===== config.mk =====
export PLATFORM = sky130hd
export DESIGN_NAME = bb3_round_div
export DESIGN_NICKNAME = d
export VERILOG_FILES = /design/src/design/bb3_pkg.sv /design/src/design/bb3_round_div.sv
export SDC_FILE = /design/constraint.sdc
export NUM_CORES = 1
export LEC_CHECK = 0
export BUFFER_PORTS_ARGS = -buffer_cell sky130_fd_sc_hd__buf_2
export CORE_ASPECT_RATIO = 0.75
export CORE_MARGIN = 2
export CORE_UTILIZATION = 45
export DETAILED_ROUTE_END_ITERATION = 8
export PLACE_DENSITY = 0.72
export RECOVER_POWER = 25
export SETUP_SLACK_MARGIN = 0.4
export SYNTH_ARGS = -nofsm -noshare
export SYNTH_HDL_FRONTEND = slang
export SYNTH_SLANG_ARGS = --single-unit

===== constraint.sdc =====
create_clock -name clk -period 7.45 [get_ports clk]
set_input_delay 0.745 -clock clk [delete_from_list [all_inputs] [get_ports clk]]
set_output_delay 0.745 -clock clk [all_outputs]
set_load 0.05 [all_outputs]

===== src/design/bb3_pkg.sv =====
// ----------------------------------------------------------------------------
// bb3_pkg: shared types and constants of the 3x3 edge-aware box blur
// Pixel, column and line-store word types, configuration register indexes,
// item codes and the reciprocal table used by the rounding divider.
// ----------------------------------------------------------------------------
package bb3_pkg;

    localparam int MAX_WIDTH_DEFAULT  = 1024;
    localparam int FRAME_WIDTH_RESET  = 640;
    localparam int FRAME_HEIGHT_RESET = 480;
    localparam int HEIGHT_CAP         = 4096;

    localparam int FRAME_WIDTH_W  = 11;
    localparam int FRAME_HEIGHT_W = 13;
    localparam int CFG_DATA_W     = 13;
    localparam int CFG_INDEX_W    = 1;
    localparam int OUT_ROW_W      = 12;
    localparam int CHAN_W         = 8;
    localparam int SUM_W          = 12;
    localparam int COUNT_W        = 4;
    localparam int RECIP_W        = 16;

    typedef enum logic [CFG_INDEX_W-1:0] {
        CFG_FRAME_WIDTH  = 1'b0,
        CFG_FRAME_HEIGHT = 1'b1
    } cfg_index_t;

    localparam logic OP_PIXEL = 1'b0;
    localparam logic OP_DRAIN = 1'b1;

    // Index 2 is red, 1 is green, 0 is blue.
    typedef logic [CHAN_W-1:0] chan_t;
    typedef chan_t [2:0] rgb_t;

    // Index 0 is the oldest row, index 2 the row being received.
    typedef rgb_t [2:0] col_t;

    typedef struct packed {
        rgb_t older;
        rgb_t newer;
    } line_word_t;

    typedef logic [SUM_W-1:0] chan_sum_t;
    typedef chan_sum_t [2:0] rgb_sum_t;

    typedef struct packed {
        logic               valid;
        logic               last;
        logic [COUNT_W-1:0] count;
    } avg_ctl_t;

    // floor(65536 / (2 * count)) for the tap counts that can occur.
    function automatic logic [RECIP_W-1:0] avg_recip(input logic [COUNT_W-1:0] count);
        logic [RECIP_W-1:0] recip;
        case (count)
            4'd1:    recip = 16'd32768;
            4'd2:    recip = 16'd16384;
            4'd3:    recip = 16'd10922;
            4'd4:    recip = 16'd8192;
            4'd6:    recip = 16'd5461;
            4'd9:    recip = 16'd3640;
            default: recip = 16'd0;
        endcase
        return recip;
    endfunction

endpackage


===== src/design/bb3_round_div.sv =====
// ----------------------------------------------------------------------------
// bb3_round_div: rounded division of three channel sums by the tap count
// Forms (2*sum + n) / (2*n) with a reciprocal multiply, registers the
// estimate, then corrects it by one using a remainder compare.
// ----------------------------------------------------------------------------
module bb3_round_div (
    input  logic              clk,
    input  logic              rst_n,
    input  logic              en,
    input  bb3_pkg::avg_ctl_t ctl,
    input  bb3_pkg::rgb_sum_t sums,
    output logic              done_valid,
    output logic              done_last,
    output bb3_pkg::rgb_t     quotient
);
    import bb3_pkg::*;

    localparam int V_W = SUM_W + 1;
    localparam int P_W = V_W + RECIP_W;

    logic [RECIP_W-1:0]        recip;
    logic [2:0][V_W-1:0]       dividend;
    logic [2:0][P_W-1:0]       product;
    rgb_t                      estimate;

    logic                      valid_reg;
    logic                      last_reg;
    logic [COUNT_W:0]          divisor_reg;
    logic [2:0][V_W-1:0]       dividend_reg;
    rgb_t                      estimate_reg;

    logic [2:0][V_W-1:0]       back_product;
    logic [2:0][V_W-1:0]       remainder;

    always_comb
    begin
        recip = avg_recip(ctl.count);
        for (int ch = 0; ch < 3; ch++)
        begin
            dividend[ch] = {sums[ch], 1'b0} + V_W'(ctl.count);
            product[ch]  = P_W'(dividend[ch]) * P_W'(recip);
            // The estimate never exceeds the true quotient, which is at most 255.
            estimate[ch] = product[ch][RECIP_W +: CHAN_W];
        end
    end

    always_ff @(posedge clk or negedge rst_n)
    begin
        if (!rst_n)
        begin
            valid_reg <= 1'b0;
        end
        else if (en)
        begin
            valid_reg <= ctl.valid;
        end
    end

    always_ff @(posedge clk)
    begin
        if (en)
        begin
            last_reg     <= ctl.last;
            divisor_reg  <= {ctl.count, 1'b0};
            dividend_reg <= dividend;
            estimate_reg <= estimate;
        end
    end

    // The estimate is the quotient or one below it.
    always_comb
    begin
        for (int ch = 0; ch < 3; ch++)
        begin
            back_product[ch] = V_W'(estimate_reg[ch]) * V_W'(divisor_reg);
            remainder[ch]    = dividend_reg[ch] - back_product[ch];
            quotient[ch]     = (remainder[ch] >= V_W'(divisor_reg))
                             ? estimate_reg[ch] + CHAN_W'(1) : estimate_reg[ch];
        end
    end

    assign done_valid = valid_reg;
    assign done_last  = last_reg;

endmodule


Yosys cells after proc, flatten, opt, wreduce, memory -nomap -nowiden
Index checks and enable logic that the tools add are counted.
{"block": "classes", "n_mul": 6, "order_cmp": 3, "add_sub_neg": 9, "mux": 4, "n_eq_ne": 6}
{"operator": "$pmux 16 s6", "count": 1}
{"operator": "$mul 13x16->24", "count": 3}
{"operator": "$add 13x4->13", "count": 3}
{"operator": "$ge 13x5->1", "count": 3}
{"operator": "$sub 13x13->13", "count": 3}
{"operator": "$mul 8x4->12", "count": 3}
{"operator": "$add 8x1->8 const B", "count": 3}
{"operator": "$mux 8", "count": 3}
{"operator": "$eq 4x2->1 const B", "count": 2}
{"operator": "$eq 4x3->1 const B", "count": 2}
{"operator": "$eq 4x1->1 const B", "count": 1}
{"operator": "$eq 4x4->1 const B", "count": 1}
{"block": "word_totals", "out_inout_bits": 26, "input_bits": 45, "ff_bits": 69, "word_cells": 37}

Longest topological paths before layout
Gate-level depths: netlist of the first run.
{"block": "depth", "depth_word": 4, "ltp_mapped": 28, "mapped_depth_nobuf": 28}

Worst setup path after synthesis of the first run
OpenSTA, ideal clock, no wires.
{"block": "synth_timing", "kind": "input-to-reg", "startpoint": "input port ctl[2] (netlist bit)", "endpoint": "register estimate_reg[15] (netlist bit), data pin", "arrival_ps": 6640, "setup_slack_ps": 546, "path_stages": 26, "setup_time_ps": 265, "path_buffers": 2, "required_ps": 7185, "path_cell_list": "nor2_1 -> nand3_1 -> inv_1 -> nor2_1 -> inv_1 -> clkbuf_1 -> buf_1 -> nand2_1 -> fa_1 -> inv_1 -> fa_1 -> inv_1 -> fa_1 -> inv_1 -> fa_1 -> inv_1 -> fa_1 -> inv_1 -> ha_1 -> and3_1 -> o2111ai_1 -> a21oi_1 -> o41a_1 -> o211a_1 -> a311oi_1 -> xnor2_1"}
{"element": "start: declaration", "line_no": "bb3_round_div.sv:10", "source": "input bb3_pkg::avg_ctl_t ctl,"}
{"element": "end signal: assignment", "line_no": "bb3_round_div.sv:66", "source": "estimate_reg <= estimate;"}
{"element": "end: declaration", "line_no": "bb3_round_div.sv:30", "source": "rgb_t estimate_reg;"}

==> impl_metrics.yaml, run 1 <==
sta:
  finClkSkew_ps: 0
  drv_slew: 67
  tns_ps: 0
  hold_viol_final: 0
  timing.fmax_ghz: 0.1427
  finalCritPeriodShare: 0.9404
  slew_headroom: -1.495
  grt_setup_unrepaired: "no"
  worst_slew_pin_slew_ps: 3742
  setup_viol: 0
  period_minus_slack_ps: 7006
routing:
  vias_per_cell: 5.189
  wl_per_cell_um: 18.39
  wl_um: 56390
  drt-pass1-iter-count: 5
  ant_nets: 0
  drt_iter0_drc: 1400
  vias: 15910
  drc_errors: 0
global_routing:
  grt_max_degree: 67
  grt_pass1_wl_um: 90400
  first_global_vias: 16800
  overflow: 0
  grt_usage: 0.2434
  antenna_found_initial: 2
worst_setup_path:
  crit_required_ps: 7540
  crit_type: "input pin to register"
  worst_ep_arrival_time_ps: 7090
  crit_slowest_cell: "fa_1"
  endpoint_kind: "register"
  critPathTopFamily: "adder cells"
  path_buf_inv: 7
  critical_path_peak_fanout: 10
  r2r_slack_ps: 6690
  critical_path.max_stage_delay_ps: 510
  worstSetupStartpointType: "input pin"
place:
  gp_congestion: 0.9826
  port_buffers: 70
  hpwl_um: 49430
clock_tree:
  numCtsBuffers: 9
  root_buffer: "clkbuf_16"
  worst_skew_pair.late_latency_ps: 340
  cts_buffer_depth: 2
  cts.sinks: 66
  clk_pin_slew_worst_paths_ps: 50
  hold_buffers: 0
  cts_tree: "yes"
  htreeDepth: 3
synth:
  synthArstFlopShare: 0.01515
  synth-edff-count: 65
  avgSynthCellArea_um2: 9.084
  yosysSeqAreaShare: 0.09458
  synth_flop_cell: "edfxtp_1"
  postSynthCellCount: 2301
  synth.distinct_cells: 64
  yosysWarnings: 0
  ys_seq_elements: 66
  synth_area_um2: 20900
cells_and_area:
  layout_commonest_cell: "inv_1"
  drive_gt1_frac: 0.1021
  largest_reg_flops: 37
  syn2layout_area_growth_pct: 11.51
  most-common-layout-cells: "inv_1, fa_1, ha_1, nand2_1, nor2_1"
  utilization: 0.5073
  fill_cells: 4237
  nNetsFinal: 3162
flow_run:
  drv_cap: 1
die:
  die_h_um: 190.6
  start_util: 0.4549
  io_pins: 71
  core-area_um2: 45940
  die_w_um: 252.9
  rows: 68
  die-area_um2: 48200
min_path:
  min_path_type: "input pin to async pin"
outcome:
  outcome: "complete, but fails checks"
  violations: "capacitance limit, slew limit"
pwr:
  vdd_drop_max_mv: 0.2237
  p_leak_nw: 12.52
  p_per_area_nw_per_um2: 245.3
## cell type report
class                      count  area (um^2)  area share
multi-input combinational   1561        16660      0.7149
clock inverter                 4        20.02   0.0008589
clock buffer                  12        236.5     0.01015
antenna                        2        5.005   0.0002147
timing repair buffer         180         1237     0.05309
inverter                     646         2425      0.1040
sequential                    66         1977     0.08482
tap                          595        744.5     0.03194
## routing by layer
| metal | global-route usage | up-vias | wire [um] | part of all wire |
|---|---|---|---|---|
| met2 | 0.3633 | 631 | 24010 | 0.43 |
| met5 | 0 | - | 0 | 0 |
| met3 | 0.06156 | 86 | 5302 | 0.094 |
| met1 | 0.3531 | 7860 | 25780 | 0.46 |
| li1 | - | 7331 | - | - |
| met4 | 0.06076 | 0 | 1303 | 0.023 |
## power breakdown
group	switching (W)	internal [W]	total, W
registers	0.000109	0.000504	0.000612
clock network	0.000152	0.000223	0.000375
logic	0.00280	0.00193	0.00473
## cell families (layout without fill, tap and decap cells)
| logic type | Yosys count | count (layout) | share of synthesized area |
|---|---|---|---|
| XOR/XNOR | 139 | 139 | 0.05890 |
| adder cells (fa/ha/maj) | 653 | 653 | 0.5303 |
| buffers and inverters | 684 | 842 | 0.1228 |
| multiplexers | 7 | 7 | 0.003771 |
| flip-flops | 66 | 66 | 0.09458 |
| AND/OR/NAND/NOR | 524 | 524 | 0.1157 |
| AO/OA/AOI/OAI | 226 | 226 | 0.07357 |
| other | 2 | 14 | 0.0003593 |
## metrics by stage
step | instance area, um^2 | worst slack, ps | power, W | hold WS, ps | cells
floorplan | 20940 | 545.7 | 0.004003 | 449.4 | 2311
global placement | 22590 | -6.867 | 0.004986 | 483.5 | 3028
detailed placement | 22590 | -144.1 | 0.005096 | 503.8 | 3028
CTS | 22890 | 408.8 | 0.005527 | 160.0 | 3046
global route | 23300 | 207.6 | 0.006287 | 161.9 | 3065
finish | 23310 | 444.2 | 0.005718 | 167.9 | 3066
## Yosys cell counts (7+ instances only)
library cell  instances  area share
nand2_1             217       0.039
inv_1               646        0.12
and2_1               65       0.019
clkbuf_1             35      0.0063
ha_1                265        0.16
nand3_1              17      0.0041
a21o_1               23      0.0083
nor2_1              128       0.023
nor2b_1              14      0.0042
xnor2_1              84       0.035
a21oi_1              50       0.012
fa_1                388        0.37
nand2b_1             13      0.0039
o2111ai_1             9      0.0038
o21ai_0              44       0.011
and3_1               13      0.0039
a21boi_0              8      0.0029
o21bai_1              9      0.0032
edfxtp_1             65       0.093
nor3_1               18      0.0043
xor2_1               54       0.023
a211oi_1             10      0.0036
o211ai_1              9      0.0032
o21a_1               22      0.0079
nand4_1               7      0.0021
## repair_timing
item                                    in CTS  in global routing
gates resized for setup                      6                 67
endpoints found under the setup margin      17                 38
buffers inserted                             2                 17
cloned                                       0                  1
pin swaps                                    2                 20
## path summary, 6_finish.rpt
kind	from	endpoint	depth (start not counted)
hold reg to reg	done_valid$_DFFE_PN0P_	done_valid$_DFFE_PN0P_	1
hold / removal	rst_n	done_valid$_DFFE_PN0P_	1
setup / recovery	ctl[3]	estimate_reg[15]$_DFFE_PP_	25
max in group asynchronous	rst_n	done_valid$_DFFE_PN0P_	1
min in group clk	done_valid$_DFFE_PN0P_	done_valid$_DFFE_PN0P_	1
setup reg to reg	done_valid$_DFFE_PN0P_	done_valid$_DFFE_PN0P_	1
No activity file was read; power rests on OpenSTA's default activity.
==> inputs of run 2 (changes only) <==
--- a/config.mk
+++ b/config.mk
@@ -10,9 +10,10 @@
 export CORE_MARGIN = 2
 export CORE_UTILIZATION = 45
 export DETAILED_ROUTE_END_ITERATION = 8
-export PLACE_DENSITY = 0.72
+export PLACE_DENSITY = 0.61
 export RECOVER_POWER = 25
 export SETUP_SLACK_MARGIN = 0.4
+export SLEW_MARGIN = 20
 export SYNTH_ARGS = -nofsm -noshare
 export SYNTH_HDL_FRONTEND = slang
 export SYNTH_SLANG_ARGS = --single-unit
==> run 2 against run 1 <==
  * The flow still finishes with violations (capacitance limit, slew limit)
  * Combinational power is 1% lower
  * Non-clock buffer count down 7
  * Sequential power fell by 0.7%
  * Fmax increased by 0.53%
  * Highest routed layer is now met5
==> impl_metrics.yaml, run 2 (synthesis results as in run 1) <==
sta:
  timing.fmax_ghz: 0.1435
  hold_viol_final: 0
  slew_headroom: -1.585
  worst_slew_pin_slew_ps: 3877
  finClkSkew_ps: 0
  grt_setup_unrepaired: "no"
  drv_slew: 67
  setup_viol: 0
  tns_ps: 0
  finalCritPeriodShare: 0.9354
  period_minus_slack_ps: 6969
pwr:
  p_seq_frac: 0.107
  p_leak_nw: 12.47
  p_int_w: 0.002667
  pwr-share-clk: 0.073
  swShare: 0.5326
  p_per_area_nw_per_um2: 245.6
  p_sw_w: 0.003039
  vdd_drop_max_mv: 0.1674
  comb_power_share: 0.820
worst_setup_path:
  critical_path.max_stage_delay_ps: 530
  worstSetupStartpointType: "input pin"
  cpMostUsedCell: "fa_1"
  endpoint_kind: "register"
  path_buf_inv: 4
  crit_required_ps: 7530
  worst_ep_arrival_time_ps: 7050
  critPathTopFamily: "adder cells"
  critical_path_peak_fanout: 10
  worstPathCellList: "clkbuf_1 -> ha_1 -> a21oi_4 -> nor4_1 -> xor2_1 -> nand2_1 -> fa_1 -> fa_1 -> inv_1 -> fa_1 -> fa_1 -> inv_1 -> fa_1 -> inv_1 -> ha_1 -> a21o_1 -> a211oi_1 -> nor2_1 -> o41a_1 -> o211a_1 -> a311oi_2 -> xnor2_1"
  crit_slowest_cell: "fa_1"
  crit_type: "input pin to register"
global_routing:
  antenna_found_initial: 1
  overflow: 0
  grt_usage: 0.2512
  grt_pass1_wl_um: 91950
  grt_max_degree: 67
  first_global_vias: 16280
clock_tree:
  cts_buffer_depth: 2
  root_buffer: "clkbuf_16"
  cts_tree: "yes"
  clk_pin_slew_worst_paths_ps: 60
  worst_skew_pair.late_latency_ps: 340
  cts.sinks: 66
  hold_buffers: 0
  numCtsBuffers: 9
  htreeDepth: 3
routing:
  vias: 15620
  vias_per_cell: 5.108
  ant_nets: 0
  wl_per_cell_um: 19.03
  drc_errors: 0
  drt_iter0_drc: 871
  drt-pass1-iter-count: 5
  wl_um: 58190
cells_and_area:
  final_cells: 3057
  layout_commonest_cell: "inv_1"
  syn2layout_area_growth_pct: 11.15
  nNetsFinal: 3155
  largest_reg_flops: 37
  most-common-layout-cells: "inv_1, fa_1, ha_1, nand2_1, nor2_1"
  utilization: 0.5057
  drive_gt1_frac: 0.09951
  n_antenna_cell: 0
place:
  hpwl_um: 51150
  dp.cells: 3025
  gp_congestion: 0.9965
  port_buffers: 70
outcome:
  outcome: "complete, but fails checks"
  violations: "capacitance limit, slew limit"
die:
  die-area_um2: 48200
  start_util: 0.4549
  die_h_um: 190.6
  rows: 68
  core-area_um2: 45940
  die_w_um: 252.9
  io_pins: 71
min_path:
  min_path_type: "input pin to async pin"
flow_run:
  drv_cap: 1
[run 2: power by group through the flow]
stage / registers [W] / logic, W / clock network (W)
2_1_floorplan: 0.000554 / 0.00345 / 0
4_1_cts: 0.000606 / 0.00456 / 0.000421
5_1_grt: 0.000619 / 0.00524 / 0.000436
3_5_place_dp: 0.000613 / 0.00448 / 0
3_3_place_gp: 0.000613 / 0.00439 / 0
6_report: 0.000608 / 0.00468 / 0.000417
[run 2: stage by stage]
step	area (um^2)	power [W]	setup WS, ps	hold WS (ps)
global placement	22560	0.005005	-10.13	483.4
CTS	22880	0.005591	377.7	162.9
finish	23230	0.005706	481.2	168.6
global route	23230	0.006301	226.3	160.4
floorplan	20940	0.004003	545.7	449.4
detailed placement	22560	0.005096	-133.1	502.6
[run 2: repair_timing]
action / 4_1_cts / 5_1_grt
pin swaps: 1 / 15
buffers inserted: 0 / 16
resized for setup: 10 / 63
setup endpoints to repair: 19 / 38
[run 2: final timing paths]
path / cells past startpoint / startpoint / endpoint / slack [ps]
min in group clk: 1 / done_valid$_DFFE_PN0P_ / done_valid$_DFFE_PN0P_ / 510
max in group asynchronous: 1 / rst_n / done_valid$_DFFE_PN0P_ / 7200
hold reg to reg: 1 / done_valid$_DFFE_PN0P_ / done_valid$_DFFE_PN0P_ / 510
hold / removal: 1 / rst_n / done_valid$_DFFE_PN0P_ / 170
setup reg to reg: 1 / done_valid$_DFFE_PN0P_ / done_valid$_DFFE_PN0P_ / 6700
setup / recovery: 22 / ctl[3] / estimate_reg[15]$_DFFE_PP_ / 480
[run 2: cell type report]
| cell class | instances | area, um^2 |
|---|---|---|
| clock buffer | 14 | 274.0 |
| clock inverter | 2 | 12.51 |
| fill | 4319 | 22710 |
| inverter | 646 | 2425 |
| multi-input combinational | 1561 | 16630 |
| sequential | 66 | 1977 |
| tap | 595 | 744.5 |
| timing repair buffer | 173 | 1174 |
[run 2: metal layers]
metal | share of wire | global-route usage | vias to the layer above
met5 | 0.00022 | 0 | -
met4 | 0.012 | 0.03823 | 2
met3 | 0.079 | 0.05938 | 49
met2 | 0.42 | 0.3736 | 442
met1 | 0.48 | 0.3775 | 7805
li1 | - | - | 7317
